`config.mk`:
```
export PLATFORM = sky130hd
export DESIGN_NAME = q13_cell
export DESIGN_NICKNAME = d
export VERILOG_FILES = /design/src/rtl/core/q13_pkg.sv /design/src/rtl/core/q13_cell.sv
export SDC_FILE = /design/constraint.sdc
export NUM_CORES = 1
export LEC_CHECK = 0
export ABC_AREA = 1
export BUFFER_PORTS_ARGS = -buffer_cell sky130_fd_sc_hd__buf_2
export CORE_UTILIZATION = 33
export CTS_BUF_LIST = sky130_fd_sc_hd__clkbuf_4
export DETAILED_ROUTE_END_ITERATION = 10
export PLACE_DENSITY = 0.63
export SLEW_MARGIN = 20
export SYNTH_ARGS = -nofsm -noshare
export SYNTH_HDL_FRONTEND = slang
export SYNTH_SLANG_ARGS = --single-unit
```
`constraint.sdc`:
```
create_clock -name clk_i -period 0.8 [get_ports clk_i]
set_input_delay 0.16 -clock clk_i [delete_from_list [all_inputs] [get_ports clk_i]]
set_output_delay 0.16 -clock clk_i [all_outputs]
set_load 0.02 [all_outputs]
```
`src/rtl/core/q13_pkg.sv`:
```
// q13_pkg: constants, types and opcodes shared by the fixed-point alu
// no dependencies
package q13_pkg;

  localparam int unsigned WordW       = 32;
  localparam int unsigned FracBitsDef = 13;

  typedef enum logic [1:0] {
    OpAdd = 2'd0,
    OpSub = 2'd1,
    OpMul = 2'd2,
    OpDiv = 2'd3
  } op_e;

  // one stage of the divider row: item state handed cell to cell
  typedef struct packed {
    logic              valid;
    op_e               op;
    logic [WordW-1:0]  a;
    logic [WordW-1:0]  b;
    logic              neg;
    logic [WordW:0]    rem;
    logic [WordW-1:0]  quo;
  } cell_t;

endpackage

```
`src/rtl/core/q13_cell.sv`:
```
// q13_cell: one restoring-division step for the reciprocal row
// depends on q13_pkg
module q13_cell #(
  parameter int unsigned Step = 0,
  parameter int unsigned NumSteps = 27
) (
  input  logic           clk_i,
  input  logic           rst_ni,
  input  q13_pkg::cell_t cell_i,
  output q13_pkg::cell_t cell_o
);

  localparam int unsigned W = q13_pkg::WordW;
  localparam int unsigned BitPos = NumSteps - 1 - Step;

  q13_pkg::cell_t cell_d, cell_q;
  logic        valid_q;
  logic [W:0]  trial;
  logic [W:0]  mag;
  logic        num_bit;

  always_comb begin
    mag = {1'b0, (cell_i.neg ? (~cell_i.b + 1'b1) : cell_i.b)};
    // dividend is 2^(NumSteps-1): only its top bit is set
    num_bit = (BitPos == NumSteps - 1);
    trial = {cell_i.rem[W-1:0], num_bit};
    cell_d = cell_i;
    if (cell_i.op == q13_pkg::OpDiv && trial >= mag && mag != '0) begin
      cell_d.rem = trial - mag;
      cell_d.quo = {cell_i.quo[W-2:0], 1'b1};
    end else begin
      cell_d.rem = trial;
      cell_d.quo = {cell_i.quo[W-2:0], 1'b0};
    end
  end

  always_ff @(posedge clk_i or negedge rst_ni) begin
    if (!rst_ni) begin
      valid_q <= 1'b0;
    end else begin
      valid_q <= cell_i.valid;
    end
  end

  always_ff @(posedge clk_i) begin
    cell_q <= cell_d;
  end

  always_comb begin
    cell_o       = cell_q;
    cell_o.valid = valid_q;
  end

endmodule

```
[After elaboration in Yosys (flattened, before gate mapping)]
Index checks and enable logic that the tools add are counted.
Storage, ports and cells
  bits in registers: 133
  bits of input ports: 135
  output and inout bits: 133
  logic and storage cells: 18
Operators by class
  add/subtract/negate cells: 2
  magnitude comparators: 1
  equality and inequality tests: 1
  mux-type cells: 2
  bitwise logic cells: 1
  reduce and logical (&&, ||, !) cells: 3
Operators with widths (number)
  two-way mux 65 bit: 1
  >= comparator 33 x 32 -> 1 bit: 1
  subtractor 33 x 32 -> 33 bit: 1
  adder 32 x 1 -> 32 bit, second input constant: 1
  two-way mux 32 bit: 1
  NOT 32 bit: 1
  nonzero test 32 bit: 1
  == test 2 bit, second input constant: 1
  logical AND 1 bit: 2

[Depth between registers and ports, before layout]
  depth in word-level cells: 7
  depth in mapped cells: 24
  gate-level depth less buffers: 24

[Least setup slack after synthesis]
Ideal clock, no wire load.
  path kind: input to register
  start: input port cell_i[66] (netlist name)
  end: register cell_q (netlist bit cell_o[58])
  library setup time: 0.058 ns
  arrival time: 3.035 ns
  required time: 0.742 ns
  setup slack: -2.293 ns
  cell stages on the path: 20
  buffers on the path: 1
  path through: inv_2 -> ha_1 -> nand3_1 -> nor2_4 -> nand2_1 -> o21ai_1 -> nand2_1 -> nand2_1 -> nand2_1 -> ha_1 -> a21oi_1 -> o21ai_0 -> inv_1 -> nor2_1 -> a2111oi_0 -> nand2_1 -> nand3_2 -> buf_2 -> nand2_1 -> nand2_1
RTL lines
  start: declaration: RTL line q13_cell.sv:9  | input q13_pkg::cell_t cell_i,
  end signal: assignment: RTL line q13_cell.sv:46  | cell_q <= cell_d;
  end: declaration: RTL line q13_cell.sv:16  | q13_pkg::cell_t cell_d, cell_q;

==> impl_metrics.yaml <==
run_status:
  status: "complete, but fails checks"
  violations: "setup timing"
layout:
  area_growth_pct: 111
  drive_above_1_share_pct: 57.0
  layout_commonest_cell: "nand2_1"
  finalNetCount: 1667
  fin_cells: 1747
  final_cell_mix: "nand2_1, buf_4, buf_6, dlygate4sd3_1, dfxtp_2"
  antenna_cells: 0
  final_cell_area_um2: 13400
placement:
  placed_cells: 1554
  hpwl_um: 18200
  dpl_cell_area_um2: 9670
  gp_congestion: 0.904
  io_buffers: 265
  pre_cts_ws_ns: -2.37
floorplanning:
  dieArea_um2: 19700
  rows: 50
  core_area_um2: 18800
  ios: 268
  dieWidth_um: 140
  die_h_um: 140
  initial_utilization_pct: 33.7
power:
  ir_drop_uv: 852
  cellPowerDensity_nw_per_um2: 1510
  leakage_nw: 6.54
yosys:
  avgSynthCellArea_um2: 7.32
  syn_inst: 864
  ys_types: 37
  synth_seq_cells: 133
  ys_async_sr_fraction_pct: 0.752
  synth-edff-count: 0
  synth_top_area_cell: "dfxtp_1"
  synthTopCellsByArea: "dfxtp_1, nand2_1, ha_1, inv_1, nor2_1"
  seq_area_frac_synth_pct: 42.2
  syn_nets: 1031
  syn_area_um2: 6320
  synth-main-ff-cell: "dfxtp_1"
  synth_warnings: 0
  netlist.area_leader.share_pct: 41.8
timing:
  worstMarginPinSlew_ns: 0.417
  rsz0062_at_grt: "yes"
  setup_violations: 167
  fmax_mhz: 423
  max-slew-margin-rel_pct: 72.0
  hold_violations: 0
  setup_ws_ns: -1.57
  period_needed_ns: 2.37
  drv_slew: 0
  hold_ws_ns: 0.0775
  min_period_over_period_pct: 296
cts:
  numClockSinks: 133
  cts_tree: "yes"
  root_buffer: "clkbuf_4"
  path_clk_slew_ns: 0.15
  cts_made_buffers: 17
  cts-root-to-sink-buffers: 2
  htreeDepth: 4
worst_setup_path:
  critPathSlowestCell: "a21oi_1"
  crit_type: "primary input to register"
  path_cells: "buf_12 -> inv_12 -> ha_4 -> nand3_4 -> nor2_4 -> nand3b_1 -> buf_4 -> nand3b_1 -> nand2_2 -> inv_2 -> ha_4 -> a21o_1 -> inv_2 -> o21ai_0 -> a21oi_1 -> nand3_2 -> nand3_2 -> nand3_4 -> nand2_2 -> nand2_1 -> nand2_1 -> nand2_1 -> nand2_2 -> nand2_1"
  arrival_ns: 2.83
  critPathRequiredTime_ns: 1.26
  path_buf_inv: 5
  crit_family: "simple AND/OR/NAND/NOR gates"
  end_kind: "register"
  cpPeakStageDelay_ns: 0.25
  start_kind: "primary input"
  crit_fanout: 6
  crit_top_cell: "nand2_1"
hold_path:
  hold_path_class: "primary input to register"
route:
  num_vias: 8034
  wl_per_cell_um: 15.9
  drc: 0
  drt_iter0_markers: 272
  ant_nets: 0
  dr.pass1.iters: 5
  vias_per_cell: 4.60
  wirelength_um: 27800
global_routing:
  antenna_found_initial: 1
  grt_pass1_vias: 8166
  grt-ovfl-total: 0
  grt_max_degree: 24
  grt_usage_pct: 27.3
  grt_pass1_wl_um: 41200
run:
  maxCapViolations: 0
## Yosys cell counts, types with 3 or more instances
| cell type | count |
|---|---|
| a21o_1 | 4 |
| a21oi_1 | 35 |
| a31oi_1 | 3 |
| buf_2 | 6 |
| buf_6 | 3 |
| dfxtp_1 | 132 |
| ha_1 | 31 |
| inv_1 | 87 |
| nand2_1 | 288 |
| nand2_2 | 17 |
| nand3_1 | 57 |
| nand3_2 | 5 |
| nand3b_1 | 4 |
| nand4_1 | 18 |
| nor2_1 | 79 |
| nor2_2 | 4 |
| nor2_4 | 4 |
| nor3_1 | 7 |
| o21a_1 | 3 |
| o21ai_0 | 26 |
| xnor2_1 | 6 |
| xor2_1 | 24 |
## logic make-up (layout without fill, tap and decap cells)
group                      after synthesis  count (layout)  share of synthesized area (%)
and+or+nand+nor                        487             487                           33.4
DFF                                    133             133                           42.2
buffers and inverters                  101             750                           6.59
AOI/OAI and AO/OA                       81              81                           7.26
adders and majority gates               32              32                           6.45
xor gates and xnor gates                30              30                           4.15
## final cells by class
class,instances,area [µm²]
Clock inverter,15,165
Tap cell,234,293
Clock buffer,17,128
Fill cell,1365,5410
Inverter,89,362
Multi-Input combinational cell,630,4160
Sequential cell,133,2830
Timing Repair Buffer,629,5420
## layer usage
metal	routed length, µm	track usage, %	vias up
met2	14700	53.3	251
met1	10800	28.6	3691
li1	-	-	4037
met4	848	9.83	2
met5	11	0	-
met3	1430	5.54	53
## what timing repair did
action	in CTS	in global routing
hold endpoints to repair	133	1
hold buffers	132	1
setup endpoints to repair	167	167
setup buffers	9	14
gates resized for setup	491	106
pin swaps	31	30
gates cloned	1	4
## flip-flops by register name, summed over array words and instances, names as in the netlist
signal	flops
cell_o	132
valid_q	1
## where the power goes
part,switching (W),leakage [nW],internal (W)
logic,0.00385,5.26,0.00412
clock network,0.00310,0.158,0.00169
registers,0.000250,1.13,0.00717
total,0.00720,6.54,0.0130
## metrics by stage
stage,TNS (ns),total power (W),utilization (%)
after detailed placement,-74.25,0.0132,51.5
after floorplan,-55.01,0.0104,-
after global routing,-117.05,0.0212,71.2
after global placement,-73.23,0.0131,51.5
final,-101.92,0.0202,71.2
after CTS,-103.11,0.0196,67.9
## worst paths after layout
path | startpoint | endpoint | slack, ns | depth (start not counted)
min in group asynchronous | rst_ni | valid_q | 0.49 | 3
max | cell_i[67] | cell_o[59] | -1.57 | 24
min | cell_i[33] | cell_o[34] | 0.08 | 4
max in group asynchronous | rst_ni | valid_q | 0.19 | 3
Note: power is estimated with default switching activity, not from simulation.
