File: src/rtl/core/q13_pkg.sv
// q13_pkg: constants, types and opcodes shared by the fixed-point alu
// no dependencies
package q13_pkg;

  localparam int unsigned WordW       = 32;
  localparam int unsigned FracBitsDef = 13;

  typedef enum logic [1:0] {
    OpAdd = 2'd0,
    OpSub = 2'd1,
    OpMul = 2'd2,
    OpDiv = 2'd3
  } op_e;

  // one stage of the divider row: item state handed cell to cell
  typedef struct packed {
    logic              valid;
    op_e               op;
    logic [WordW-1:0]  a;
    logic [WordW-1:0]  b;
    logic              neg;
    logic [WordW:0]    rem;
    logic [WordW-1:0]  quo;
  } cell_t;

endpackage

File: src/rtl/core/q13_mul.sv
// q13_mul: registered 32x32 signed multiply, fixed-point scale and final result
// depends on q13_pkg
module q13_mul #(
  parameter int unsigned FracBits = q13_pkg::FracBitsDef
) (
  input  logic                      clk_i,
  input  logic                      rst_ni,
  input  q13_pkg::cell_t            cell_i,
  output logic                      valid_o,
  output logic [q13_pkg::WordW-1:0] result_o,
  output logic                      ovf_o
);

  localparam int unsigned W = q13_pkg::WordW;

  logic              v1_q, v2_q;
  q13_pkg::op_e      op1_q;
  logic              neg1_q, pass1_q;
  logic [W-1:0]      res1_q, res2_q;
  logic              ovf1_q, ovf2_q;
  logic [2*W-1:0]    prod_q;
  logic [W-1:0]      mul_b;
  logic [W-1:0]      sum, dif;
  logic              pass_d, ovf_d;
  logic [W-1:0]      res_d;
  logic [2*W-1:0]    shifted;
  logic [W:0]        top;
  logic              movf;
  logic [W-1:0]      mres;

  always_comb begin
    sum = cell_i.a + cell_i.b;
    dif = cell_i.a - cell_i.b;
    mul_b = (cell_i.op == q13_pkg::OpDiv) ? cell_i.quo : cell_i.b;
    pass_d = 1'b1;
    ovf_d  = 1'b0;
    res_d  = '0;
    case (cell_i.op)
      q13_pkg::OpAdd: begin
        res_d = sum;
        ovf_d = (cell_i.a[W-1] == cell_i.b[W-1]) && (sum[W-1] != cell_i.a[W-1]);
      end
      q13_pkg::OpSub: begin
        res_d = dif;
        ovf_d = (cell_i.a[W-1] != cell_i.b[W-1]) && (dif[W-1] != cell_i.a[W-1]);
      end
      q13_pkg::OpMul: pass_d = 1'b0;
      q13_pkg::OpDiv: begin
        if (cell_i.b == '0) begin
          ovf_d = 1'b1;
        end else begin
          pass_d = 1'b0;
        end
      end
      default: pass_d = 1'b1;
    endcase
  end

  always_ff @(posedge clk_i or negedge rst_ni) begin
    if (!rst_ni) begin
      v1_q <= 1'b0;
      v2_q <= 1'b0;
    end else begin
      v1_q <= cell_i.valid;
      v2_q <= v1_q;
    end
  end

  always_ff @(posedge clk_i) begin
    op1_q   <= cell_i.op;
    neg1_q  <= cell_i.neg;
    prod_q  <= $signed(cell_i.a) * $signed(mul_b);
    pass1_q <= pass_d;
    ovf1_q  <= ovf_d;
    res1_q  <= res_d;
  end

  always_comb begin
    shifted = $signed(prod_q) >>> FracBits;
    top  = shifted[2*W-1:W-1];
    movf = !((top == '0) || (top == '1));
    mres = shifted[W-1:0];
    if (op1_q == q13_pkg::OpDiv && neg1_q) begin
      mres = ~mres + 1'b1;
    end
  end

  always_ff @(posedge clk_i) begin
    res2_q  <= pass1_q ? res1_q : mres;
    ovf2_q  <= pass1_q ? ovf1_q : movf;
  end

  assign valid_o  = v2_q;
  assign result_o = res2_q;
  assign ovf_o    = ovf2_q;

endmodule

File: config.mk
export PLATFORM = sky130hd
export DESIGN_NAME = q13_mul
export DESIGN_NICKNAME = d
export VERILOG_FILES = /design/src/rtl/core/q13_pkg.sv /design/src/rtl/core/q13_mul.sv
export SDC_FILE = /design/constraint.sdc
export NUM_CORES = 2
export LEC_CHECK = 0
export ABC_AREA = 1
export BUFFER_PORTS_ARGS = -buffer_cell sky130_fd_sc_hd__buf_2
export CAP_MARGIN = 20
export CORE_MARGIN = 4
export CORE_UTILIZATION = 35
export CTS_BUF_LIST = sky130_fd_sc_hd__clkbuf_4
export DETAILED_ROUTE_END_ITERATION = 12
export GPL_TIMING_DRIVEN = 0
export HOLD_SLACK_MARGIN = 0.03
export SLEW_MARGIN = 30
export SYNTH_ARGS = -nofsm -noshare
export SYNTH_HDL_FRONTEND = slang
export SYNTH_SLANG_ARGS = --single-unit
File: constraint.sdc
create_clock -name clk_i -period 4.2 [get_ports clk_i]
set_input_delay 1.05 -clock clk_i [delete_from_list [all_inputs] [get_ports clk_i]]
set_output_delay 1.05 -clock clk_i [all_outputs]
set_load 0.01 [all_outputs]
-- After elaboration in Yosys (flattened, before gate mapping)
Cells that the tools add are included.
- output and inout port bits: 34
- word-level logic and storage cells: 40
- register bits after elaboration: 136
- reduce and logical (&&, ||, !) cells: 8
- multiply operators: 1
- mux-type cells: 8
- bitwise gates (word level): 1
- add/sub/neg operators: 3
- equality and inequality tests: 9
- operators by type and width (operator ; count):
    32-bit two-way mux ; 3
    32-bit by 32-bit multiplier with 64-bit output ; 1
    32-bit one-hot mux with 2 select lines ; 1
    33-bit == test (second input constant) ; 1
    33-bit zero test ; 1
    32-bit by 1-bit adder with 32-bit output (second input constant) ; 1
    32-bit adder ; 1
    32-bit zero test ; 1
    32-bit NOT ; 1
    32-bit subtractor ; 1
    2-bit == test (second input constant) ; 3
    1-bit logical AND ; 3
    1-bit inequality test ; 3
    1-bit one-hot mux with 3 select lines ; 1
    2-bit by 1-bit == test with 1-bit output (second input constant) ; 1
    2-bit zero test ; 1
    1-bit two-way mux ; 2
    1-bit one-hot mux with 2 select lines ; 1
    1-bit == test ; 1
    1-bit zero test ; 1
    1-bit logical OR ; 1

-- Longest topological paths before layout
- depth after elaboration: 4
- gate-level depth with buffers: 38

-- Worst setup path after synthesis
No wires, ideal clock.
- path kind: input to register
- start point: in cell_i[131] (netlist name)
- end point: reg prod_q[53]
- required time: 4.088 ns
- slack: -4.247 ns
- stages on the path: 29
- arrival: 8.335 ns
- cells stage by stage: buf_6 > nand2_4 > buf_2 > o21ai_0 > nor2_1 > fa_1 > inv_1 > fa_1 > inv_1 > fa_1 > fa_1 > inv_1 > fa_1 > inv_1 > fa_1 > inv_1 > fa_1 > inv_1 > fa_1 > ha_1 > inv_1 > o21ai_0 > o21bai_1 > a21o_1 > o21bai_1 > a21oi_1 > nand2_1 > nand2_1 > nand2_1
- cells in the longest elaborated chain, start to end: 3
- ends and longest elaborated chain (what ; RTL line ; text):
    start, declared ; q13_mul.sv:8 ; input q13_pkg::cell_t cell_i,
    2-bit == test ; q13_mul.sv:34 ; mul_b = (cell_i.op == q13_pkg::OpDiv) ? cell_i.quo : cell_i.b;
    32-bit two-way mux ; q13_mul.sv:34 ;
    32-bit by 32-bit multiplier with 64-bit output ; q13_mul.sv:72 ; prod_q <= $signed(cell_i.a) * $signed(mul_b);
    end signal, assigned ; q13_mul.sv:72 ;
    end, declared ; q13_mul.sv:21 ; logic [2*W-1:0] prod_q;
No other way between the ends.

-- Worst setup path after layout
- start point: in cell_i[131] (netlist name)
- end point: reg prod_q[55]
Same word-level chain as after synthesis.

==> results.md <==
Layout
* 12600 — Fillers
* 0.0558 mm² — total non-filler cell area in the finished layout
* inv_1 — most common cell after layout, fill and taps aside
* inv_1, fa_1, nand2_1, nor2_1, buf_4 — most used cells in the layout excluding fill and tap cells
* 7545 — net count reported at finish
* 25.2% — layout-stage area growth over the synthesis result
* 0.00247 mm² — FF/Latch Area
* 0.443 — final core utilization
* 0.234 — share of post-route cells with drive strength above 1
* 0.0398 mm² — multi-input combinational cell area

Clocking
* 0.15 ns — clock slew seen by the registers of the worst setup and hold paths
* 0.55 ns — clk_lat worst skew
* 123 — clock sink total
* done — TritonCTS clock tree
* 2 — maximum count of clock buffers along a single path
* clkbuf_4 — cell chosen for the clock root
* 17 — number of CTS-inserted buffers
* 4 — CTS HTree Levels

Global route
* 0 — remaining global-route overflow
* 21 — pin count of the biggest net entering global routing
* 43100 — via count of the first global-routing pass
* 0.331 — Overall Global Routing Usage
* 309 mm — first-pass GRT wire length
* 17 — antenna violations before repair

Critical path
* 11 — count of cells along the worst register-to-register path
* result_o[28] — endpoint of the worst register-to-register path
* input port — Critical Path Source Type
* 28 — Crit. path cell count
* 8 — crit-path max FO
* adder cells — Crit path max-delay family
* 8 — count of buffer and inverter cells on the critical path
* register — Setup crit end kind
* cell_i[131] — Critical Path Source
* fa_2 — Worst path most repeated cell
* input port to register — kind of critical path
* 1.62 ns — setup slack of the worst register-to-register path
* 8.36 ns — WP data arrival
* prod_q[13] — critical register-to-register path startpoint
* fa_2 — master of the slowest instance on the critical path
* 0.71 ns — CP peak stage delay
* 4.64 ns — required time of the critical path
* prod_q[55] — critical path capture point

Timing
* 126 MHz — Max Clk Rate
* 0.301 — worst-case headroom to the max-slew limit
* true — setup repair after global routing missed its margin
* 1.04 ns — Worst Tran Pin Value
* 0.0321 ns — Worst Skew
* -3.72 ns — final setup margin
* 0 — final number of max-transition violations
* 1.89 — ratio of final minimum period to clock period
* 0 — final count of hold timing violations
* 7.92 ns — shortest period the worst path allows
* 51 — number of setup violations in the final report

Run status
* finished, violations left — outcome
* setup timing — failing checks

Placed design
* 1.01 — final estimated routing congestion in global placement
* 135 — number of port buffers
* 179 mm — half-perimeter wire length after placement
* 0.0478 mm² — DP Area
* -5.80 ns — setup slack after placement

Floorplan
* 365 µm — die height
* 0.126 mm² — area of the core region
* 169 — number of primary I/O pins
* 130 — site row count
* 0.133 mm² — overall die area
* 365 µm — width of the die
* 0.354 — effective utilization at floorplan

Routing
* 28.6 µm — wire length per cell after detailed routing
* 4130 — iteration-0 DRC count of the detailed router
* 0 — count of nets left with antenna violations after detail routing
* 0 — DRC violations left
* 41500 — via count
* 5.36 — mean number of vias per cell
* 221 mm — final wirelength
* 8 — Pre-antenna DRT Iters

Synthesis
* 0.486 — area fraction of the dominant cell type after synthesis
* 0.0555 — post-synthesis sequential area ratio
* 0.0446 mm² — synthesized cell area
* 123 — synthesis-stage register bit count
* fa_1, inv_1, nand2_1 — leading post-synthesis cells by cell area
* 0 — number of synthesized flops with an enable pin
* 7.91 µm² — per-instance average area after synthesis
* 7096 — nets in the synthesized netlist
* 5635 — Post-Syn Instances
* 0 — Synth warnings
* fa_1 — Synth area leader
* dfxtp_1 — top flip-flop cell by instance count after synthesis
* 0.0163 — fraction of synthesis flops using an asynchronous set or reset pin
* 45 — post-synth cell types

Run
* 0 — MaxCap Viol Count

Min path
* input port to asynchronous set/reset pin — Hold Path Class

## per-layer routing
metal  part of all wire  track usage
met1               0.38        0.424
met2               0.42        0.502
met3               0.11       0.0886
met4              0.081        0.195
met5            0.00060            0
## through the flow
step	std cells	hold WS, ns	TNS (ns)
global route	7748	0.157	-176.59
floorplan	5635	0.331	-162.26
finish	7751	0.240	-174.27
global placement	7420	0.344	-328.56
CTS	7623	0.186	-171.83
detailed placement	7423	0.337	-277.58
## cell families after synthesis
family	after synthesis	share of synthesized area
DFF	123	0.0555
and+or+nand+nor	2103	0.187
xor gates and xnor gates	60	0.0118
buffers and inverters	1550	0.133
AOI/OAI and AO/OA	473	0.0589
adders and majority gates	1326	0.555
## sequential cells by signal, indices dropped and copies added, names as in the netlist
signal,count
neg1_q,1
op1_q,2
ovf1_q,1
ovf_o,1
pass1_q,1
prod_q,51
res1_q,32
result_o,32
v1_q,1
valid_o,1
## Yosys cell counts (all sizes together), types with 2 or more instances
master and number:
o31ai 10, nor4 13, inv 1327, or2 4, xnor2 17, fa 1083
clkinv 21, o211ai 5, nand4 28, buf 64, and3 3, nand3 154
o21a 4, nor2 814, nand2 1048, a21o 7, nor3 38, ha 243
clkbuf 138, dfxtp 121, a21oi 200, o22ai 2, xor2 43, o21ai 194
a31oi 7, a21boi 13, o21bai 29, dfrtp 2
## cell type report
cell class,count,share of cell area
timing repair buffer,437,0.0692
multi-input combinational,3964,0.714
inverter,1348,0.0955
sequential,123,0.0443
buffer,193,0.0349
clock buffer,17,0.00229
clock inverter,15,0.00298
tap,1650,0.0370
antenna,4,0.000179
## worst min path at each step
stage                      start  endpoint  slack, ns
after global routing      rst_ni      v1_q       0.16
after CTS                 rst_ni      v1_q       0.19
after detailed placement    v1_q   valid_o       0.34
after global placement      v1_q   valid_o       0.34
after floorplan             v1_q   valid_o       0.33
final                     rst_ni   valid_o       0.24
## repair_timing
item,in CTS,in global routing
pin swaps,176,363
hold buffers,0,0
setup endpoints to repair,51,53
gates cloned,11,5
gates resized for setup,844,588
buffers inserted,167,125
Power is left out: the tool's default activity adds up to more than one toggle a clock period on the data nets, which glitch-free logic cannot reach.
